--- config.mk ---
export PLATFORM = sky130hd
export DESIGN_NAME = stepper_homing_with_switch_debounce_unit
export DESIGN_NICKNAME = d
export VERILOG_FILES = /design/src/hdl/shd_pkg.sv /design/src/hdl/stepper_homing_with_switch_debounce_unit.sv /design/src/hdl/shd_debounce.sv /design/src/hdl/shd_sequencer.sv
export VERILOG_INCLUDE_DIRS = /design/src /design/src/hdl
export SDC_FILE = /design/constraint.sdc
export NUM_CORES = 1
export LEC_CHECK = 0
export BUFFER_PORTS_ARGS = -buffer_cell sky130_fd_sc_hd__buf_2
export CORE_ASPECT_RATIO = 1.5
export CORE_MARGIN = 2
export CORE_UTILIZATION = 61
export CTS_CLUSTER_DIAMETER = 120
export CTS_CLUSTER_SIZE = 16
export DETAILED_ROUTE_END_ITERATION = 12
export HOLD_SLACK_MARGIN = 0.08
export PLACE_DENSITY = 0.88
export SLEW_MARGIN = 30
export SYNTH_ARGS = -nofsm -noshare
export SYNTH_HDL_FRONTEND = slang
export SYNTH_SLANG_ARGS = --single-unit
export TNS_END_PERCENT = 50
--- constraint.sdc ---
create_clock -name clock -period 5.1 [get_ports clock]
set_clock_uncertainty 0.1 [all_clocks]
set_input_delay 1.02 -clock clock [delete_from_list [all_inputs] [get_ports clock]]
set_output_delay 1.02 -clock clock [all_outputs]
set_load 0.02 [all_outputs]
--- src/hdl/assert_macros.svh ---
// assertion helpers for the rtl files, included by shd_sequencer
`ifndef ASSERT_MACROS_SVH
`define ASSERT_MACROS_SVH

// property checked on every rising edge, off while reset is high
`define SHD_ASSERT(label, clk, rst, prop, msg) \
   label: assert property (@(posedge clk) disable iff (rst) prop) else $error(msg);

// property checked on every rising edge, including reset cycles
`define SHD_ASSERT_ALWAYS(label, clk, prop, msg) \
   label: assert property (@(posedge clk) prop) else $error(msg);

`endif

--- src/hdl/shd_pkg.sv ---
`default_nettype none

package shd_pkg;

   localparam int RAW_BITS   = 3;
   localparam int AXIS_BITS  = 2;
   localparam int AXIS_SLOTS = 4;
   localparam int CFG_BITS   = 16;
   localparam int CSR_ADDR_BITS = 2;

   localparam int DEF_HISTORY_BITS = 8;
   localparam int DEF_NUM_SWITCHES = 3;

   localparam int REQ_DATA_BITS = 8;
   localparam int RSP_DATA_BITS = 16;

   localparam logic [CFG_BITS-1:0] RST_DEBOUNCE_PERIOD = 16'd1000;
   localparam logic [CFG_BITS-1:0] RST_FAST_DELAY      = 16'd500;
   localparam logic [CFG_BITS-1:0] RST_SLOW_DELAY      = 16'd2000;
   localparam logic [CFG_BITS-1:0] RST_BACKOFF_STEPS   = 16'd200;

   localparam logic [CSR_ADDR_BITS-1:0] CSR_DEBOUNCE_PERIOD = 2'd0;
   localparam logic [CSR_ADDR_BITS-1:0] CSR_FAST_DELAY      = 2'd1;
   localparam logic [CSR_ADDR_BITS-1:0] CSR_SLOW_DELAY      = 2'd2;
   localparam logic [CSR_ADDR_BITS-1:0] CSR_BACKOFF_STEPS   = 2'd3;

   typedef enum logic [1:0] {
      PH_IDLE    = 2'd0,
      PH_FAST    = 2'd1,
      PH_BACKOFF = 2'd2,
      PH_CREEP   = 2'd3
   } phase_type;

   typedef struct packed {
      logic [CFG_BITS-1:0] debounce_period;
      logic [CFG_BITS-1:0] fast_delay;
      logic [CFG_BITS-1:0] slow_delay;
      logic [CFG_BITS-1:0] backoff_steps;
   } cfg_type;

   typedef struct packed {
      logic                 home_done;
      phase_type            phase;
      logic [AXIS_BITS-1:0] active_axis;
      logic                 driver_enable;
      logic                 direction;
      logic                 step_pulse;
   } seq_out_type;

endpackage

`default_nettype wire

--- src/hdl/stepper_homing_with_switch_debounce_unit.sv ---
`default_nettype none

// channel   direction  handshake              payload
// req       in         req_tvalid/req_tready  req_tdata[7:0]: one time tick
// rsp       out        rsp_tvalid/rsp_tready  rsp_tdata[15:0]: one result per tick
// csr       in         csr_we                 csr_addr, csr_wdata (write only)
//
// one item per clock while rsp is not stalled; each item passes an input
// register and then a result register, where its result becomes valid
// the tick logic (divider, debounce, phase sequencer) sits between those two
// registers and updates all state in the same cycle the item moves on
// synchronous active-high reset restores register defaults and idle phase
// while rsp is stalled the input register holds one more item, then req stalls

module stepper_homing_with_switch_debounce_unit #(
   parameter int HISTORY_BITS = shd_pkg::DEF_HISTORY_BITS,
   parameter int NUM_SWITCHES = shd_pkg::DEF_NUM_SWITCHES
) (
   input  wire logic                              clock,
   input  wire logic                              reset,
   // raw_switches[2:0], start_req[3], axis[5:4], home_dir[6], zero[7]
   input  wire logic [shd_pkg::REQ_DATA_BITS-1:0] req_tdata,
   input  wire logic                              req_tvalid,
   output logic                                   req_tready,
   // step_pulse[0], direction[1], driver_enable[2], active_axis[4:3],
   // phase[6:5], home_done[7], switch_states[10:8], zero[15:11]
   output logic      [shd_pkg::RSP_DATA_BITS-1:0] rsp_tdata,
   output logic                                   rsp_tvalid,
   input  wire logic                              rsp_tready,
   input  wire logic                              csr_we,
   input  wire logic [shd_pkg::CSR_ADDR_BITS-1:0] csr_addr,
   input  wire logic [shd_pkg::CFG_BITS-1:0]      csr_wdata
);
   import shd_pkg::*;

   // configuration registers
   cfg_type cfg_ff;

   always_ff @(posedge clock) begin
      if (reset) begin
         cfg_ff.debounce_period <= RST_DEBOUNCE_PERIOD;
         cfg_ff.fast_delay      <= RST_FAST_DELAY;
         cfg_ff.slow_delay      <= RST_SLOW_DELAY;
         cfg_ff.backoff_steps   <= RST_BACKOFF_STEPS;
      end else if (csr_we) begin
         unique case (csr_addr)
            CSR_DEBOUNCE_PERIOD: cfg_ff.debounce_period <= csr_wdata;
            CSR_FAST_DELAY:      cfg_ff.fast_delay      <= csr_wdata;
            CSR_SLOW_DELAY:      cfg_ff.slow_delay      <= csr_wdata;
            CSR_BACKOFF_STEPS:   cfg_ff.backoff_steps   <= csr_wdata;
            default: ;
         endcase
      end
   end

   // input register
   logic                     in_valid_ff;
   logic [REQ_DATA_BITS-1:0] in_data_ff;
   logic                     advance;
   logic                     rsp_valid_ff, rsp_valid_in;
   logic [RSP_DATA_BITS-1:0] rsp_data_ff;

   // the tick in the input register moves on when the result slot frees up
   assign advance    = in_valid_ff && (!rsp_valid_ff || rsp_tready);
   assign req_tready = !in_valid_ff || advance;

   always_ff @(posedge clock) begin
      if (reset) begin
         in_valid_ff <= 1'b0;
      end else if (req_tready) begin
         in_valid_ff <= req_tvalid;
      end
   end

   always_ff @(posedge clock) begin
      if (req_tvalid && req_tready) begin
         in_data_ff <= req_tdata;
      end
   end

   // field unpacking
   logic [RAW_BITS-1:0]  raw_switches;
   logic                 start_req;
   logic [AXIS_BITS-1:0] axis;
   logic                 home_dir;

   assign raw_switches = in_data_ff[2:0];
   assign start_req    = in_data_ff[3];
   assign axis         = in_data_ff[5:4];
   assign home_dir     = in_data_ff[6];

   // debounce runs first so the sequencer sees this tick's switch states
   logic [NUM_SWITCHES-1:0] switch_now;

   shd_debounce #(
      .HISTORY_BITS (HISTORY_BITS),
      .NUM_SWITCHES (NUM_SWITCHES)
   ) u_debounce (
      .clock           (clock),
      .reset           (reset),
      .tick            (advance),
      .raw_switches    (raw_switches),
      .debounce_period (cfg_ff.debounce_period),
      .switch_now      (switch_now)
   );

   seq_out_type seq_out;

   shd_sequencer #(
      .NUM_SWITCHES (NUM_SWITCHES)
   ) u_sequencer (
      .clock      (clock),
      .reset      (reset),
      .tick       (advance),
      .start_req  (start_req),
      .axis       (axis),
      .home_dir   (home_dir),
      .switch_now (switch_now),
      .cfg        (cfg_ff),
      .result     (seq_out)
   );

   // switch_states shows the first three switches, absent ones read low
   logic [RAW_BITS-1:0] switch_states;

   for (genvar g = 0; g < RAW_BITS; g++) begin : g_states
      if (g < NUM_SWITCHES) begin : g_on
         assign switch_states[g] = switch_now[g];
      end else begin : g_off
         assign switch_states[g] = 1'b0;
      end
   end

   // result register
   always_comb begin
      if (advance) begin
         rsp_valid_in = 1'b1;
      end else if (rsp_tready) begin
         rsp_valid_in = 1'b0;
      end else begin
         rsp_valid_in = rsp_valid_ff;
      end
   end

   always_ff @(posedge clock) begin
      if (reset) begin
         rsp_valid_ff <= 1'b0;
      end else begin
         rsp_valid_ff <= rsp_valid_in;
      end
   end

   always_ff @(posedge clock) begin
      if (advance) begin
         rsp_data_ff <= {5'b0, switch_states, seq_out.home_done, seq_out.phase,
                         seq_out.active_axis, seq_out.driver_enable,
                         seq_out.direction, seq_out.step_pulse};
      end
   end

   assign rsp_tvalid = rsp_valid_ff;
   assign rsp_tdata  = rsp_data_ff;

endmodule

`default_nettype wire

--- src/hdl/shd_debounce.sv ---
`default_nettype none

module shd_debounce #(
   parameter int HISTORY_BITS = shd_pkg::DEF_HISTORY_BITS,
   parameter int NUM_SWITCHES = shd_pkg::DEF_NUM_SWITCHES
) (
   input  wire logic                          clock,
   input  wire logic                          reset,
   input  wire logic                          tick,
   input  wire logic [shd_pkg::RAW_BITS-1:0]  raw_switches,
   input  wire logic [shd_pkg::CFG_BITS-1:0]  debounce_period,
   output logic      [NUM_SWITCHES-1:0]       switch_now
);
   import shd_pkg::*;

   logic [CFG_BITS-1:0]     divider_ff, divider_in, divider_inc;
   logic                    sample;
   logic [NUM_SWITCHES-1:0] raw_bit;
   logic [HISTORY_BITS-1:0] history_ff [NUM_SWITCHES];
   logic [HISTORY_BITS-1:0] history_in [NUM_SWITCHES];
   logic [NUM_SWITCHES-1:0] debounced_ff, debounced_in;

   // switches past the raw field read as low
   for (genvar g = 0; g < NUM_SWITCHES; g++) begin : g_raw
      if (g < RAW_BITS) begin : g_on
         assign raw_bit[g] = raw_switches[g];
      end else begin : g_off
         assign raw_bit[g] = 1'b0;
      end
   end

   always_comb begin
      divider_inc = divider_ff + 1'b1;
      sample      = (divider_inc >= debounce_period);
      divider_in  = sample ? '0 : divider_inc;
      for (int i = 0; i < NUM_SWITCHES; i++) begin
         history_in[i] = sample ? {history_ff[i][HISTORY_BITS-2:0], raw_bit[i]}
                                : history_ff[i];
         if (history_in[i] == '1) begin
            debounced_in[i] = 1'b1;
         end else if (history_in[i] == '0) begin
            debounced_in[i] = 1'b0;
         end else begin
            debounced_in[i] = debounced_ff[i];
         end
      end
   end

   always_ff @(posedge clock) begin
      if (reset) begin
         divider_ff   <= '0;
         debounced_ff <= '0;
         for (int i = 0; i < NUM_SWITCHES; i++) begin
            history_ff[i] <= '0;
         end
      end else if (tick) begin
         divider_ff   <= divider_in;
         debounced_ff <= debounced_in;
         for (int i = 0; i < NUM_SWITCHES; i++) begin
            history_ff[i] <= history_in[i];
         end
      end
   end

   // state after this tick, seen by the sequencer in the same tick
   assign switch_now = debounced_in;

endmodule

`default_nettype wire

--- src/hdl/shd_sequencer.sv ---
`default_nettype none

`include "assert_macros.svh"

module shd_sequencer #(
   parameter int NUM_SWITCHES = shd_pkg::DEF_NUM_SWITCHES
) (
   input  wire logic                          clock,
   input  wire logic                          reset,
   input  wire logic                          tick,
   input  wire logic                          start_req,
   input  wire logic [shd_pkg::AXIS_BITS-1:0] axis,
   input  wire logic                          home_dir,
   input  wire logic [NUM_SWITCHES-1:0]       switch_now,
   input  wire shd_pkg::cfg_type              cfg,
   output shd_pkg::seq_out_type               result
);
   import shd_pkg::*;

   phase_type            phase_ff, phase_in;
   logic [CFG_BITS-1:0]  interval_ff, interval_in;
   logic [CFG_BITS-1:0]  backoff_ff, backoff_in;
   logic [AXIS_BITS-1:0] axis_ff, axis_in;
   logic                 saved_dir_ff, saved_dir_in;
   logic                 drive_dir_ff, drive_dir_in;

   logic [AXIS_SLOTS-1:0] switch_slot;
   logic                  switch_on;
   logic                  start_ok;
   logic                  backoff_over;
   logic [CFG_BITS-1:0]   delay;
   logic                  pace_step;
   logic [CFG_BITS-1:0]   pace_reload;
   logic                  step;
   logic                  done;

   for (genvar g = 0; g < AXIS_SLOTS; g++) begin : g_slot
      if (g < NUM_SWITCHES) begin : g_on
         assign switch_slot[g] = switch_now[g];
      end else begin : g_off
         assign switch_slot[g] = 1'b0;
      end
   end

   assign switch_on    = switch_slot[axis_ff];
   assign start_ok     = start_req && (int'(axis) < NUM_SWITCHES);
   assign backoff_over = (backoff_ff >= cfg.backoff_steps);
   assign delay        = (phase_ff == PH_CREEP) ? cfg.slow_delay : cfg.fast_delay;
   assign pace_step    = (interval_ff == '0);
   assign pace_reload  = (delay == '0) ? '0 : delay - 1'b1;

   // next phase
   always_comb begin
      phase_in = phase_ff;
      unique case (phase_ff)
         PH_IDLE:    if (start_ok)     phase_in = PH_FAST;
         PH_FAST:    if (switch_on)    phase_in = PH_BACKOFF;
         PH_BACKOFF: if (backoff_over) phase_in = PH_CREEP;
         PH_CREEP:   if (switch_on)    phase_in = PH_IDLE;
         default:                      phase_in = PH_IDLE;
      endcase
   end

   // counters, direction and step
   always_comb begin
      interval_in  = interval_ff;
      backoff_in   = backoff_ff;
      axis_in      = axis_ff;
      saved_dir_in = saved_dir_ff;
      drive_dir_in = drive_dir_ff;
      step         = 1'b0;
      done         = 1'b0;
      unique case (phase_ff) inside
         PH_IDLE: begin
            if (start_ok) begin
               axis_in      = axis;
               saved_dir_in = home_dir;
               drive_dir_in = home_dir;
               interval_in  = '0;
            end
         end
         PH_FAST, PH_CREEP: begin
            if (switch_on) begin
               interval_in = '0;
               if (phase_ff == PH_FAST) begin
                  drive_dir_in = ~saved_dir_ff;
                  backoff_in   = '0;
               end else begin
                  done = 1'b1;
               end
            end else begin
               step        = pace_step;
               interval_in = pace_step ? pace_reload : interval_ff - 1'b1;
            end
         end
         PH_BACKOFF: begin
            if (backoff_over) begin
               drive_dir_in = saved_dir_ff;
               interval_in  = '0;
            end else begin
               step        = pace_step;
               interval_in = pace_step ? pace_reload : interval_ff - 1'b1;
               if (pace_step) backoff_in = backoff_ff + 1'b1;
            end
         end
         default: ;
      endcase
   end

   always_ff @(posedge clock) begin
      if (reset) begin
         phase_ff     <= PH_IDLE;
         interval_ff  <= '0;
         backoff_ff   <= '0;
         axis_ff      <= '0;
         saved_dir_ff <= 1'b0;
         drive_dir_ff <= 1'b0;
      end else if (tick) begin
         phase_ff     <= phase_in;
         interval_ff  <= interval_in;
         backoff_ff   <= backoff_in;
         axis_ff      <= axis_in;
         saved_dir_ff <= saved_dir_in;
         drive_dir_ff <= drive_dir_in;
      end
   end

   always_comb begin
      result.step_pulse    = step;
      result.direction     = drive_dir_in;
      result.driver_enable = (phase_in != PH_IDLE);
      result.active_axis   = axis_in;
      result.phase         = phase_in;
      result.home_done     = done;
   end

   `SHD_ASSERT(a_step_only_busy, clock, reset, step |-> (phase_ff != PH_IDLE), "step while idle")
   `SHD_ASSERT(a_done_to_idle, clock, reset, (tick && done) |=> (phase_ff == PH_IDLE), "done without idle")
   `SHD_ASSERT(a_axis_in_range, clock, reset, (phase_ff != PH_IDLE) |-> (int'(axis_ff) < NUM_SWITCHES), "busy on bad axis")

endmodule

`default_nettype wire

### Word level (Yosys, flattened, before mapping)

Memories as Yosys holds them, arrays and structs flattened.
Cells that the tools add are included.

* add/sub/neg operators: 4
* magnitude comparators: 4
* eq/ne operators: 14
* multiplexer cells: 50
* bitwise operators: 4
* reductions and logical operators: 27

Operator list (count)
* 2-to-1 mux 16 bit: 11
* 2-to-1 mux 8 bit: 6
* case mux 16 bit (3 select lines): 1
* adder 16 x 1 -> 16 bit, second input constant: 2
* greater-or-equal comparator 16 bit: 2
* logical NOT 16 bit: 2
* case mux 16 bit (2 select lines): 1
* subtractor 16 x 1 -> 16 bit, second input constant: 2
* == test 8 bit, second input constant: 3
* logical NOT 8 bit: 3
* 2-to-1 mux 1 bit: 21
* 2-to-1 mux 2 bit: 6
* AND reduction 2 bit: 5
* == test 2 bit, second input constant: 4
* != test 2 x 1 -> 1 bit, second input constant: 4
* case mux 2 bit (4 select lines): 1
* AND reduction 3 bit: 2
* AND reduction 6 bit: 1
* nonzero test 2 bit: 3
* == test 2 x 1 -> 1 bit, second input constant: 2
* logical NOT 2 bit: 2
* logical AND 1 bit: 3
* less-than comparator 2 x 3 -> 1 bit, second input constant: 1
* bitwise OR 1 bit: 3
* 10 further kinds: 12

* flip-flop bits (word level): 141
* RAM bits: 24
* input bits: 31
* output and inout port bits: 18
* logic and storage cells: 121
* memories kept: 1

Memory list
* u_debounce.history_ff: words 3, width 8, rd ports 3, clocked after Yosys merged registers in 0, write ports 3, line shd_debounce.sv:19 `logic [HISTORY_BITS-1:0] history_ff [NUM_SWITCHES];`

### Longest topological paths before layout

Gate-level depths: netlist of the first run.

* depth in word-level cells: 11
* gate-level depth with buffers: 19
* mapped depth without buffers: 17

### By module

From an unflattened synthesis of the first run, not the netlist that was laid out.

* cell total of the unflattened synthesis: 1031
* area total of the unflattened synthesis: 9326.4 sq um

By module, submodules not included
* shd_sequencer: instances 1, cells an instance 439, area an instance 3358.2 sq um, sequential area each 760.7 sq um
* stepper_homing_with_switch_debounce_unit: instances 1, cells an instance 273, area an instance 3194.3 sq um, sequential area each 1861.8 sq um
* shd_debounce: instances 1, cells an instance 319, area an instance 2773.9 sq um, sequential area each 1101.1 sq um

### Worst setup path after synthesis of the first run

No wires, ideal clock.

* path kind: register -> register
* start: register u_debounce.divider_ff[2]
* end: register u_sequencer.drive_dir_ff
* setup time: 0.088 ns
* arrival: 4.090 ns
* data required time: 4.912 ns
* slack: 0.822 ns
* stages on the path, launching flop included: 19
* buffers on the path: 1
* clock period less this slack: 4.278 ns
* path through: dfxtp_1 and3_1 and3_1 and3_1 clkbuf_1 and3_1 and3_1 nand3_1 xnor2_1 ha_1 nand4_1 nor4_2 a32o_2 o21ai_2 a211oi_2 o32ai_2 a2bb2oi_2 or4_4 a311oi_2

* longest elaborated chain between the ends: 10
* elaborated cells on any way between the ends: 21
* classes of those cells: 1 x add/sub; 1 x order compare; 3 x eq/ne; 13 x mux; 3 x reduce/logical

Ends and longest elaborated chain
* start: declaration: line shd_debounce.sv:16 `logic [CFG_BITS-1:0] divider_ff, divider_in, divider_inc;`
* start signal: assignment: line shd_debounce.sv:57 `divider_ff <= divider_in;`
* adder 16 x 1 -> 16 bit (*): line shd_debounce.sv:33 `divider_inc = divider_ff + 1'b1;`
* greater-or-equal comparator 16 bit (*): line shd_debounce.sv:34 `sample = (divider_inc >= debounce_period);`
* 2-to-1 mux 8 bit: line shd_debounce.sv:37 `history_in[i] = sample ? {history_ff[i][HISTORY_BITS-2:0], raw_bit[i]}`
* logical NOT 8 bit: line shd_debounce.sv:41 `end else if (history_in[i] == '0) begin`
* 2-to-1 mux 1 bit: line shd_debounce.sv:41
* 2-to-1 mux 1 bit: line shd_debounce.sv:39 `if (history_in[i] == '1) begin`
* binary-select mux 1 bit (select 2 bit) (*): line shd_sequencer.sv:45 `assign switch_on = switch_slot[axis_ff];`
* 2-to-1 mux 1 bit (implied by the code) (*): line shd_sequencer.sv:45
* 2-to-1 mux 1 bit (*): line shd_sequencer.sv:83 `if (switch_on) begin`
* case mux 1 bit (3 select lines) (*): line shd_sequencer.sv:73 `unique case (phase_ff) inside`
* end signal: assignment: line shd_sequencer.sv:124 `drive_dir_ff <= drive_dir_in;`
* end: declaration: line shd_sequencer.sv:25 `logic drive_dir_ff, drive_dir_in;`

Mark *: on every way between the ends. The rest lies on a longest branch, timed or not. The select of a mux whose other input is x is not followed.
A chain may end at the register's enable or synchronous reset.

==> results of run 1 <==
routing by layer:
metal | vias up | track usage (%) | part of all wire (%)
met5 | - | 0 | 0.052
met2 | 296 | 51.0 | 52
met3 | 88 | 4.34 | 5.1
met4 | 2 | 15.9 | 5.1
met1 | 3553 | 31.8 | 38
li1 | 3641 | - | -
layout make-up:
class | instances | area (sq um) | area share, %
multi-input combinational | 770 | 4590 | 48.0
sequential | 165 | 3720 | 38.9
clock buffer | 21 | 462 | 4.83
timing repair buffer | 59 | 350 | 3.66
tap | 165 | 206 | 2.16
inverter | 46 | 173 | 1.81
clock inverter | 9 | 56.3 | 0.589
kinds of logic (layout without fill, tap and decap cells):
group,count (synthesis),in the layout,share of synthesized area [%]
compound gates,224,224,17.1
buf+inv,94,135,4.34
fa+ha+maj,38,38,5.50
xor+xnor,49,49,4.97
simple gates,439,439,23.2
mux,15,15,1.74
other cells,1,5,0.0434
flops,165,165,43.1
through the flow:
step | instances | power, mW | setup WS [ps] | hold WS [ps] | utilization, %
2_1_floorplan | 1029 | 1.63 | 822 | 332 | -
3_3_place_gp | 1204 | 1.71 | 428 | 341 | 64.6
3_5_place_dp | 1204 | 1.72 | 399 | 348 | 64.7
4_1_cts | 1234 | 2.85 | 248 | 357 | 68.4
5_1_grt | 1235 | 2.95 | 101 | 375 | 68.7
6_report | 1235 | 2.85 | 349 | 358 | 68.7
power by group:
group | total (mW) | switching [mW] | internal, mW
combinational | 0.279 | 0.182 | 0.0969
sequential | 1.42 | 0.0352 | 1.39
clock | 1.15 | 0.502 | 0.643
total | 2.85 | 0.719 | 2.13
cell usage after synthesis (5+ instances only):
cell	count	share of area, %
a21o_1	16	1.4
a21oi_1	104	6.0
a22o_1	11	1.1
a22oi_1	6	0.52
a31oi_1	7	0.51
and2_1	8	0.58
and3_1	17	1.2
buf_1	5	0.22
buf_4	6	0.52
clkbuf_1	37	1.6
dfxtp_1	123	29
edfxtp_1	42	15
ha_1	38	5.5
inv_1	45	2.0
mux2i_1	15	1.7
nand2_1	224	9.7
nand2b_1	7	0.51
nand3_1	41	2.4
nand4_1	14	1.0
nor2_1	67	2.9
nor2b_1	5	0.36
nor3_1	19	1.1
nor4_1	7	0.51
o211ai_1	11	0.96
o21ai_0	29	1.7
o31ai_1	7	0.61
xnor2_1	35	3.5
xor2_1	14	1.4
worst max-delay path, delay by kind of cell (launching register included):
family	cells	cell delay, ps
buf+inv	1	170
simple gates	10	2020
xor+xnor	1	200
compound gates	5	1240
fa+ha+maj	1	340
flops	1	400
repair_timing:
item | in CTS | in global routing
setup buffers | 0 | 1
setup endpoints to repair | 0 | 16
resized for setup | 0 | 1
sequential cells by signal, summed over array words and instances (netlist names):
name / count
u_sequencer.interval_ff: 16
u_debounce.divider_ff: 16
u_sequencer.drive_dir_ff: 1
u_debounce.debounced_ff: 3
u_debounce.history_ff: 24
rsp_tdata: 11
u_sequencer.phase_ff: 2
cfg_ff: 64
u_sequencer.saved_dir_ff: 1
in_valid_ff: 1
rsp_tvalid: 1
u_sequencer.axis_ff: 2
in_data_ff: 7
u_sequencer.backoff_ff: 16
final timing paths:
check	depth (start not counted)	end
worst max-delay path	18	rsp_tdata[1]$_DFFE_PP_
worst min-delay path	2	cfg_ff[8]$_SDFFE_PP0P_
worst max register to register	18	rsp_tdata[1]$_DFFE_PP_
worst min register to register	2	cfg_ff[8]$_SDFFE_PP0P_
==> results.env, run 1 <==
RUN_STATUS='finished clean'
SETUP-VIOLATIONS-FINAL=0
ANT_NETS=0
CTS.PATH.MAX_BUFFERS=2
ACHIEVABLE_CLOCK_FREQUENCY_MHz=210
FINAL_CELL_MIX='nand2_1, dfxtp_1, a21oi_1'
REQUIRED_PS=5140
NETLIST_AREA_SQ_UM=8640
SETUP.WORST_PATH.CLASS='flip-flop to flip-flop'
PORT-BUFFER-COUNT=42
MIN-DELAY-PATH-CLASS='flip-flop to flip-flop'
CELLPOWERDENSITY_nW_PER_UM2=298
WORST-SLEW-PIN-TRANSITION_PS=827
DIE-HEIGHT_MICRONS=150
COUNT_OF_UNIQUE_LIBRARY_CELLS_INSTANTIATED_BY_YOSYS=70
CLK_TRANSITION_REPORTED_PATHS_PS=60
FP.DIEAREA_SQ_UM=15200
TIMING.FINAL.CRIT_PERIOD_PS=4750
RSZ_0062_RAISED_AFTER_GLOBAL_ROUTING='false'
HOLD_BUFFERS=0
OVERALL_TRACK_DEMAND_OVER_CAPACITY_IN_GLOBAL_ROUTING_PCT=28.6
DETAILROUTE.VIA_COUNT=7580
GRT_START_MAX_NET_PINS=58
REG2REG_FROM='u_debounce.divider_ff[2]$_SDFFE_PP0P_'
SYNTH_ENABLE_FLOP_CELLS=42
SLEW_VIOL_FINAL=0
FILLERS=1036
NUMBER_OF_ANTENNA_VIOLATIONS_AT_THE_FIRST_CHECK_IN_GLOBAL_ROUTING=1
GRT_PASS1_WL_MICRONS=34700
SYNTHESIS.INSTANCES=1025
DIE_WIDTH_MICRONS=101
SYNTH_TOP_FLOP_CELL='dfxtp_1'
NUMBER_OF_BUFFERS_CREATED_BY_CTS=17
NUM_IO_PINS=49
CTS_ROOT_BUFFER_TYPE='clkbuf_16'
GRT_OVERFLOW=0
DETAILEDROUTE.FIRSTITERATIONVIOLATIONS=551
SYNTHESIS.AREA_PER_INSTANCE_SQ_UM=8.43
POST_PLACE_INSTANCE_AREA_SQ_UM=9010
HOLD_PATH_STARTPOINT='cfg_ff[8]$_SDFFE_PP0P_'
NUM_ANTENNA_CELLS=0
FINAL_COMMON_CELL='nand2_1'
FIN_NETS=1128
FINAL.PERIOD_UTILIZATION_PCT=93.2
SETUP_TNS_PS=0
CP_DATA_ARRIVAL_TIME_PS=4790
POWER.IR.VDD_WORST_mV=0.230
DRT_PASS_1_ITERS=8
CRITICAL_PATH.STARTPOINT_TYPE='flip-flop'
WL_PER_CELL_MICRONS=17.2
NUM_ROWS=53
DETAILED_PLACE_HPWL_MICRONS=14600
ROUTABILITYCONGESTION=0.831
DRCVIOLATIONCOUNT=0
AREAGROWTHSYNTHTOFINISH_PCT=10.7
MAXCAPVIOLCOUNT=0
SYNTH_WARNINGS=0
WORSTSKEWPAIRLATENCY_PS=410
CELL_WITH_THE_LARGEST_STAGE_DELAY_ON_THE_WORST_PATH='o32ai_2'
POST_ROUTE_CELLS_DRIVE_ABOVE_1_SHARE_PCT=10.7
CRIT_PATH_FREQUENT_CELL='and3_1'
SYNTH.FF_LATCH_COUNT=165
SLEW_HEADROOM_PCT=44.5
CTS_TREE='yes'
FINALHOLDVIOLCOUNT=0
PLACEABLECOREAREA_SQ_UM=13900
HTREE_LEVELS=4
YS_ASYNC_SR_FRACTION_PCT=0
SYNTH-SEQ-AREA-SHARE_PCT=43.1
ROUTED_VIA_DENSITY=6.14
EFFECTIVE_UTILIZATION_AT_FLOORPLAN_PCT=62.0
CRIT_PATH_START='u_debounce.divider_ff[2]$_SDFFE_PP0P_'
PATH_MAX_FANOUT=10
TOTAL_DETAILED_ROUTING_WIRELENGTH_MICRONS=21200
CRITICAL_PATH.CELL_CHAIN='and3_1 -> and3_1 -> and3_1 -> and3_1 -> and3_1 -> nand3_1 -> xnor2_1 -> ha_1 -> nand4_1 -> nor4_2 -> buf_4 -> a32oi_4 -> nand3_2 -> a211oi_2 -> o32ai_2 -> a2bb2oi_4 -> or4_1 -> o211ai_1'
SLOWEST_DELAY_PS=510
GRT_PASS1_VIAS=7495
CLOCK_SINK_COUNT=165
CP_ENDPOINT_KIND='flip-flop'
LAYOUT.CELL_AREA.NON_FILLER_SQ_UM=9560
SETUP.REG_TO_REG.WORST_SLACK_PS=350
P_LEAK_nW=3.96
No activity file was read; power rests on OpenSTA's default activity.
==> run 2: changes to the inputs <==
- ABC_AREA: default -> 1
- CORE_UTILIZATION: 61 -> 62
- PLACE_DENSITY: 0.88 -> 0.89
==> run 2 against run 1 <==
Compared with the run above:
- worst hold slack improved by 8.0 ps
- utilization increased by 1.8 points
- sequential cell count unchanged
- sequential share of layout area decreased by 2.2 points
- clock power increased by 14%
- design area increased by 6.1%
- total power increased by 5.5%
- sequential power about the same
- critical path type unchanged
- highest routed layer is now met4
==> results.env, run 2 <==
RUN_STATUS='finished clean'
SETUP_TNS_PS=0  # unchanged
SYNTH.FF_LATCH_COUNT=165  # unchanged
SHARE_SEQ_OF_TOTAL_POWER_PCT=47.1  # -2.9 points
DETAILED_PLACE_HPWL_MICRONS=14700  # +0.57%
CELL_WITH_THE_LARGEST_STAGE_DELAY_ON_THE_WORST_PATH='dfxtp_2'
NUM_ROWS=54  # +1.9%
REQUIRED_PS=5180  # +40 ps
INTERNAL_POWER_mW=2.21  # +4.0%
TIMING.FINAL.CRIT_PERIOD_PS=4780  # +31.6 ps
CELLPOWERDENSITY_nW_PER_UM2=296  # -0.56%
CLK_TRANSITION_REPORTED_PATHS_PS=70  # about the same
CTS_TREE='yes'
DRCVIOLATIONCOUNT=0  # unchanged
SLOWEST_DELAY_PS=360  # -150 ps
YS_ASYNC_SR_FRACTION_PCT=0  # unchanged
WORSTPATHBUFFERINVERTERCOUNT=3  # +2
ROUTABILITYCONGESTION=0.911  # +9.6%
FILLERS=1085  # +4.7%
ROUTED_VIA_DENSITY=5.83  # -5.1%
LARGEST-REGISTER='cfg_ff'
SLEW_VIOL_FINAL=0  # unchanged
P_LEAK_nW=4.55  # +15%
CLOCK_SINK_COUNT=165  # unchanged
POST-SYNTH-TOP-AREA-CELL='dfxtp_1'
SETUP.WORST_PATH.CLASS='flip-flop to flip-flop'
SYNTH_TOP_FLOP_CELL='dfxtp_1'
GRT_START_MAX_NET_PINS=42  # -28%
FIN_NETS=1292  # +15%
NUM_ANTENNA_CELLS=0  # unchanged
P_SW_uW=790  # +9.9%
WORSTSKEWPAIRLATENCY_PS=430  # +20 ps
CP_DATA_ARRIVAL_TIME_PS=4860  # +70 ps
TIMING.FINAL.WS_SETUP_PS=318  # -31.6 ps
DRT_PASS_1_ITERS=6  # -2
SYNTHDOMINANTCELLAREASHARE_PCT=27.2  # -1.3 points
NUMBER_OF_ANTENNA_VIOLATIONS_AT_THE_FIRST_CHECK_IN_GLOBAL_ROUTING=0  # -1
GRT_PASS1_WL_MICRONS=36200  # +4.3%
TOTAL_DETAILED_ROUTING_WIRELENGTH_MICRONS=22900  # +7.9%
SYNTH_ENABLE_FLOP_CELLS=42  # unchanged
WL_PER_CELL_MICRONS=16.0  # -6.9%
PATH_MAX_FANOUT=15  # +5
WORST-SLEW-PIN-TRANSITION_PS=949  # +122 ps
DETAILROUTE.VIA_COUNT=8343  # +10%
REG2REG_FROM='u_debounce.divider_ff[0]$_SDFFE_PP0P_'
NUMBER_OF_BUFFERS_CREATED_BY_CTS=17  # unchanged
MIN-DELAY-PATH-CLASS='flip-flop to flip-flop'
SYNTH_WARNINGS=0  # unchanged
SLEW_HEADROOM_PCT=36.7  # -7.8 points
CRITICAL-PATH-TOP-DELAY-FAMILY='simple AND/OR/NAND/NOR gates'
TIMING.REG2REG.WORST_PATH_DEPTH=26  # +8
DETAILEDROUTE.FIRSTITERATIONVIOLATIONS=593  # +7.6%
FINAL_CORE_UTILIZATION_PCT=70.5  # +1.8 points
NETLIST_TOP_CELLS_AREA='dfxtp_1, edfxtp_1, nand2_1, nor2_1, inv_1'
HOLDWS_PS=366  # +7.96 ps
LIST_OF_MOST_FREQUENT_POST_SYNTHESIS_CELLS='nand2_1, nor2_1, inv_1'
AREAGROWTHSYNTHTOFINISH_PCT=12.1
FINALNONFILLERCELLS=1432  # +16%
PORT-BUFFER-COUNT=42  # unchanged
CTS.PATH.MAX_BUFFERS=2  # unchanged
SYNTH-SEQ-AREA-SHARE_PCT=41.1  # -2.0 points
GRT_PASS1_VIAS=8075  # +7.7%
WHS_PATH_DEPTH=2  # unchanged
SYNTHESIS.INSTANCES=1187  # +16%
FINALHOLDVIOLCOUNT=0  # unchanged
HOLD_PATH_STARTPOINT='cfg_ff[63]$_SDFFE_PP0P_'
POWER.IR.VDD_WORST_mV=0.241  # +4.6%
FINAL_COMMON_CELL='nand2_1'
GRT_OVERFLOW=0  # unchanged
WORSTHOLDENDPOINT='cfg_ff[63]$_SDFFE_PP0P_'
NETLIST_AREA_SQ_UM=9050  # +4.8%
SETUP.REG_TO_REG.WORST_SLACK_PS=320  # -30 ps
DIE_WIDTH_MICRONS=103  # +1.5%
SYNTHESIS.AREA_PER_INSTANCE_SQ_UM=7.63  # -9.5%
RR_ENDPOINT='rsp_tdata[2]$_DFFE_PP_'
RSZ_0062_RAISED_AFTER_GLOBAL_ROUTING='false'
HOLD_BUFFERS=0  # unchanged
DP_WORST_SETUP_SLACK_PS=206  # -193 ps
SETUP-VIOLATIONS-FINAL=0  # unchanged
PLACED_CELLS_INCL_TAPS=1393  # +16%
OVERALL_TRACK_DEMAND_OVER_CAPACITY_IN_GLOBAL_ROUTING_PCT=29.0  # +0.39 points
CLKPWRFRAC_PCT=43.5  # +3.3 points
FINAL_CELL_MIX='nand2_1, nor2_1, inv_1'
CRIT_PATH_FREQUENT_CELL='nand3_1'
NUM_IO_PINS=49  # unchanged
LAYOUT_TOP_REGISTERS='cfg_ff: 64 flops, u_debounce.history_ff: 24 flops'
HTREE_LEVELS=4  # unchanged
ANT_NETS=0  # unchanged
PLACEABLECOREAREA_SQ_UM=14400  # +3.3%
ACHIEVABLE_CLOCK_FREQUENCY_MHz=209  # -0.66%
SYNTHMOSTINSTANTIATEDCELL='nand2_1'
SHARE_COMB_OF_TOTAL_POWER_PCT=9.5  # -0.3 points
COUNT_OF_UNIQUE_LIBRARY_CELLS_INSTANTIATED_BY_YOSYS=51  # -27%
DIE-HEIGHT_MICRONS=152  # +1.5%
POST_ROUTE_CELLS_DRIVE_ABOVE_1_SHARE_PCT=12.1  # +1.4 points
LARGEST_REGISTER_FFS=64  # unchanged
MAXCAPVIOLCOUNT=0  # unchanged
EFFECTIVE_UTILIZATION_AT_FLOORPLAN_PCT=62.9  # +0.85 points
CP_ENDPOINT_KIND='flip-flop'
POWER_SWITCHING_SHARE_PCT=26.3  # +1.0 points
CTS_ROOT_BUFFER_TYPE='clkbuf_16'
FINAL.PERIOD_UTILIZATION_PCT=93.8  # +0.62 points
FP.DIEAREA_SQ_UM=15600  # +3.0%
CRITICAL_PATH.STARTPOINT_TYPE='flip-flop'
[run 2: cell count changes after synthesis, moves of 10 or more]
cell and change:
inv_1 +103, o21ai_0 +42, nor2_1 +89, o22ai_1 +22, nand4_1 +16, a21oi_1 -36, xnor2_1 -28, a21oi_2 +10
nand3_1 +27, a21o_1 -16, and3_1 -16, xor2_1 +25
[run 2: layout make-up]
type	count	area (sq um)	share of cell area (%)
inverters	150	563	5.55
well taps	196	245	2.42
clock inverters	12	130	1.28
repair buffers	54	342	3.37
clock buffers	20	468	4.61
multi-input cells	835	4670	46.1
flip-flops and latches	165	3720	36.7
[run 2: worst max-delay path by stage]
| stage | startpoint | to | slack (ps) | depth (start not counted) |
|---|---|---|---|---|
| global placement | u_debounce.divider_ff[0]$_SDFFE_PP0P_ | rsp_tdata[2]$_DFFE_PP_ | 310 | 26 |
| CTS | u_debounce.divider_ff[0]$_SDFFE_PP0P_ | u_sequencer.interval_ff[0]$_SDFFE_PP0P_ | 80 | 29 |
| finish | u_debounce.divider_ff[0]$_SDFFE_PP0P_ | rsp_tdata[2]$_DFFE_PP_ | 320 | 26 |
| floorplan | u_debounce.divider_ff[0]$_SDFFE_PP0P_ | rsp_tdata[0]$_DFFE_PP_ | 940 | 30 |
| detailed placement | u_debounce.divider_ff[0]$_SDFFE_PP0P_ | u_sequencer.interval_ff[0]$_SDFFE_PP0P_ | 210 | 29 |
| global route | u_debounce.divider_ff[0]$_SDFFE_PP0P_ | rsp_tdata[2]$_DFFE_PP_ | 10 | 26 |
[run 2: per-stage QoR]
| stage | area, sq um | power (mW) |
|---|---|---|
| floorplan | 9070 | 1.63 |
| global placement | 9360 | 1.69 |
| detailed placement | 9370 | 1.71 |
| CTS | 9960 | 2.99 |
| global route | 10100 | 3.09 |
| finish | 10100 | 3.01 |
[run 2: cell families after synthesis]
logic type	count (synthesis)	share of synthesized area, %
DFF	165	41.1
and+or+nand+nor	529	26.1
other	1	0.0414
AOI/OAI and AO/OA	205	13.3
muxes	8	0.885
buffers and inverters	195	8.81
adders and majority gates	38	5.25
xor gates and xnor gates	46	4.45
[run 2: power groups by stage]
stage / Sequential [mW] / Combinational (mW) / Clock [mW]
6_report: 1.41 / 0.285 / 1.31
5_1_grt: 1.42 / 0.313 / 1.36
4_1_cts: 1.41 / 0.268 / 1.31
3_5_place_dp: 1.44 / 0.263 / 0
3_3_place_gp: 1.44 / 0.254 / 0
2_1_floorplan: 1.44 / 0.186 / 0
[run 2: timing repair]
item,CTS,global route
resized for setup,0,17
endpoints found under the setup margin,0,41
endpoints found under the hold margin,0,0
buffers inserted,0,2
[run 2: worst min-delay path: cells and delay by family, from the launching register on]
| kind | cells | cell delay [ps] |
|---|---|---|
| AO/OA/AOI/OAI | 1 | 60 |
| buffers and inverters | 1 | 60 |
| flip-flops | 1 | 300 |
[run 2: layer usage]
layer	share of wire (%)	wire length (microns)	GRT usage [%]	vias to the layer above
li1	-	-	-	3994
met1	37	8370	31.9	3884
met2	52	11800	50.8	352
met3	5.9	1350	5.11	113
met4	5.7	1300	16.4	0
met5	0	0	0	-
==> run 3: changes to the inputs <==
- CORE_UTILIZATION: 62 -> 56
- PLACE_DENSITY: 0.89 -> 0.85
- SKIP_LAST_GASP: default -> 1
- clock period: 5.1 -> 4.3 ns (I/O delays scaled with it)
==> run 3 against run 2 <==
Compared with the run above:
- the flow now finishes with violations (setup timing)
- via count rose by 5.3%
- critical path depth rose by 5
- setup slack worse by 810 ps
- design area is 8.7% higher
- sequential power is 19% higher
- routed wire length grew 15%
- global-route usage is 0.45 points lower
- total power up 23%
- first-iteration DRC count rose by 32%
- critical endpoint is now rsp_tdata[0]$_DFFE_PP_
- largest cell class unchanged
- largest power group unchanged
==> results.env, run 3 (synthesis results as in run 2) <==
SLEW_VIOL_FINAL=0  # unchanged
FILLERS=1136  # +4.7%
CRITPATHCAPTURE='rsp_tdata[0]$_DFFE_PP_'
P_SW_uW=973  # +23%
CRIT_PATH_START='u_debounce.divider_ff[0]$_SDFFE_PP0P_'
FINAL_CELL_MIX='nand2_1, nor2_1, inv_1'
HTREE_LEVELS=4  # unchanged
INTERNAL_POWER_mW=2.71  # +23%
TOTAL_DETAILED_ROUTING_WIRELENGTH_MICRONS=26300  # +15%
CTS_ROOT_BUFFER_TYPE='clkbuf_16'
CELLPOWERDENSITY_nW_PER_UM2=334  # +13%
REQUIRED_PS=4380  # -800 ps
HIGHEST-SIGNAL-LAYER='met4'
NUMBER_OF_ANTENNA_VIOLATIONS_AT_THE_FIRST_CHECK_IN_GLOBAL_ROUTING=0  # unchanged
NUM_ANTENNA_CELLS=0  # unchanged
AREAGROWTHSYNTHTOFINISH_PCT=21.8
LAYOUT.CELL_AREA.NON_FILLER_SQ_UM=11000  # +8.7%
DR_WL_MET2_MICRONS=13900  # +17%
FIN_NETS=1347  # +4.3%
FINAL_CORE_UTILIZATION_PCT=70.0  # -0.54 points
DETAILROUTE.WIRELENGTH.MET3_MICRONS=1730  # +28%
GRT_PASS1_WL_MICRONS=39400  # +8.9%
MAXCAPVIOLCOUNT=0  # unchanged
FINAL_COMMON_CELL='nand2_1'
DETAILROUTE.VIA_COUNT=8783  # +5.3%
POWER.IR.VDD_WORST_mV=0.280  # +16%
P_LEAK_nW=4.95  # +8.8%
LARGEST_REGISTER_FFS=64  # unchanged
POST_PLACE_INSTANCE_AREA_SQ_UM=9660  # +3.1%
DIE-HEIGHT_MICRONS=160  # +5.1%
TIMING.REG2REG.WORST_PATH_DEPTH=31  # +19%
FINAL.PERIOD_UTILIZATION_PCT=111  # +18 points
GRT_PASS1_VIAS=8490  # +5.1%
ROUTED_VIA_DENSITY=5.88  # +0.91%
SHARE_SEQ_OF_TOTAL_POWER_PCT=45.5  # -1.6 points
RR_ENDPOINT='rsp_tdata[0]$_DFFE_PP_'
ACHIEVABLE_CLOCK_FREQUENCY_MHz=209  # -0.16%
DRCVIOLATIONCOUNT=0  # unchanged
CTS_TREE='yes'
CP_ENDPOINT_KIND='flip-flop'
SETUP.WORST_PATH.CLASS='flip-flop to flip-flop'
SLEW_HEADROOM_PCT=33.3  # -3.4 points
CRITICAL_PATH.STARTPOINT_TYPE='flip-flop'
POST_ROUTE_CELLS_DRIVE_ABOVE_1_SHARE_PCT=19.7  # +7.6 points
WL_MET1_MICRONS=9160  # +9.5%
PLACEABLECOREAREA_SQ_UM=15800  # +9.5%
NUM_ROWS=56  # +3.7%
SHARE_COMB_OF_TOTAL_POWER_PCT=10.2  # +0.7 points
VIOLATIONS_IN_THE_FINAL_REPORTS='setup timing'
CRIT_PATH_FREQUENT_CELL='nand2_1'
WORSTSKEWPAIRLATENCY_PS=430  # about the same
DRT_PASS_1_ITERS=6  # unchanged
TIMING.FINAL.WS_SETUP_PS=-490  # -808 ps
SETUP.REG_TO_REG.WORST_SLACK_PS=-490  # -810 ps
WL_PER_CELL_MICRONS=17.6  # +10%
DIE_WIDTH_MICRONS=108  # +5.0%
RUN_STATUS='finished with violations'
FP.DIEAREA_SQ_UM=17200  # +10%
MIN-DELAY-PATH-CLASS='flip-flop to flip-flop'
TIMING.FINAL.CRIT_PERIOD_PS=4790  # +7.64 ps
WORST-SLEW-PIN-TRANSITION_PS=1000  # +51.6 ps
POWER.TOTAL_mW=3.69  # +23%
SETUP_TNS_PS=-16690  # -16,690 ps
DETAILED_PLACE_HPWL_MICRONS=15300  # +4.0%
PATH_MAX_FANOUT=6  # -9
CELL_WITH_THE_LARGEST_STAGE_DELAY_ON_THE_WORST_PATH='dfxtp_2'
LARGEST-REGISTER='cfg_ff'
GRT_START_MAX_NET_PINS=62  # +48%
ROUTABILITYCONGESTION=0.931  # +2.2%
CLOCK_SINK_COUNT=165  # unchanged
PORT-BUFFER-COUNT=42  # unchanged
LAYOUT_TOP_REGISTERS='cfg_ff: 64 flops, u_debounce.history_ff: 24 flops'
NUM_IO_PINS=49  # unchanged
EFFECTIVE_UTILIZATION_AT_FLOORPLAN_PCT=57.4  # -5.5 points
DETAILEDROUTE.FIRSTITERATIONVIOLATIONS=784  # +32%
CLKPWRFRAC_PCT=44.3  # +0.8 points
NUMBER_OF_BUFFERS_CREATED_BY_CTS=17  # unchanged
ANT_NETS=0  # unchanged
GRT_OVERFLOW=0  # unchanged
SLOWEST_DELAY_PS=350  # about the same
RSZ_0062_RAISED_AFTER_GLOBAL_ROUTING='true'
PLACED_CELLS_INCL_TAPS=1433  # +2.9%
POWER_SWITCHING_SHARE_PCT=26.4  # +0.10 points
SETUP-VIOLATIONS-FINAL=41  # +41
OVERALL_TRACK_DEMAND_OVER_CAPACITY_IN_GLOBAL_ROUTING_PCT=28.5  # -0.45 points
REG2REG_FROM='u_debounce.divider_ff[0]$_SDFFE_PP0P_'
FINALNONFILLERCELLS=1494  # +4.3%
CTS.PATH.MAX_BUFFERS=2  # unchanged
FINALHOLDVIOLCOUNT=0  # unchanged
CLK_TRANSITION_REPORTED_PATHS_PS=70  # about the same
CP_DATA_ARRIVAL_TIME_PS=4870  # about the same
HOLD_BUFFERS=0  # unchanged
[run 3: cell types whose count changed in the layout (fill, tap and decap cells not counted), moves of 5 or more]
| cell | before | now |
|---|---|---|
| a21oi_1 | 68 | 63 |
| buf_12 | 1 | 6 |
| buf_4 | 8 | 52 |
| ha_1 | 38 | 33 |
| ha_4 | 0 | 5 |
| nand2_1 | 214 | 193 |
| nand2_2 | 6 | 23 |
| nand3_1 | 68 | 59 |
| nand3_2 | 9 | 15 |
| nor2_4 | 0 | 5 |
[run 3: power by group through the flow]
stage	combinational (mW)	clock, mW	sequential, mW
global placement	0.319	0	1.71
detailed placement	0.329	0	1.71
floorplan	0.221	0	1.71
global route	0.411	1.69	1.68
CTS	0.348	1.62	1.68
finish	0.376	1.63	1.68
[run 3: routing by layer]
layer  up-vias  track usage (%)
li1       4098                -
met4         0             15.4
met5         -                0
met3       139             4.78
met1      4113             31.2
met2       433             51.4
[run 3: through the flow]
stage / worst slack, ps / hold WS [ps]
2_1_floorplan: 137 / 324
3_3_place_gp: -105 / 333
3_5_place_dp: -185 / 339
4_1_cts: -135 / 358
5_1_grt: -675 / 384
6_report: -490 / 353
[run 3: worst min-delay path by stage]
| stage | start | to | cells past startpoint |
|---|---|---|---|
| 3_5_place_dp | cfg_ff[26]$_SDFFE_PP1P_ | cfg_ff[26]$_SDFFE_PP1P_ | 2 |
| 5_1_grt | cfg_ff[26]$_SDFFE_PP1P_ | cfg_ff[26]$_SDFFE_PP1P_ | 2 |
| 4_1_cts | cfg_ff[26]$_SDFFE_PP1P_ | cfg_ff[26]$_SDFFE_PP1P_ | 2 |
| 2_1_floorplan | cfg_ff[23]$_SDFFE_PP1P_ | cfg_ff[23]$_SDFFE_PP1P_ | 2 |
| 3_3_place_gp | cfg_ff[23]$_SDFFE_PP1P_ | cfg_ff[23]$_SDFFE_PP1P_ | 2 |
| 6_report | cfg_ff[26]$_SDFFE_PP1P_ | cfg_ff[26]$_SDFFE_PP1P_ | 2 |
[run 3: final cells by class]
| type | count | area [sq um] | area share (%) |
|---|---|---|---|
| clock buffers | 18 | 429 | 3.89 |
| well taps | 203 | 254 | 2.30 |
| flip-flops and latches | 165 | 3730 | 33.8 |
| multi-input cells | 835 | 4990 | 45.3 |
| repair buffers | 109 | 870 | 7.89 |
| inverters | 150 | 563 | 5.11 |
| clock inverters | 14 | 191 | 1.74 |
[run 3: critical path: cells and delay by family, from the launching register on]
family                     cells  cell delay, ps
and+or+nand+nor               21            2500
buffers and inverters          5             630
AOI/OAI and AO/OA              3             420
DFF                            1             350
adders and majority gates      1             290
xor gates and xnor gates       1             250
[run 3: repair_timing]
action	4_1_cts	5_1_grt
pin swaps	16	38
setup buffers	16	6
cloned	5	2
endpoints found under the setup margin	41	59
gates resized for setup	36	59
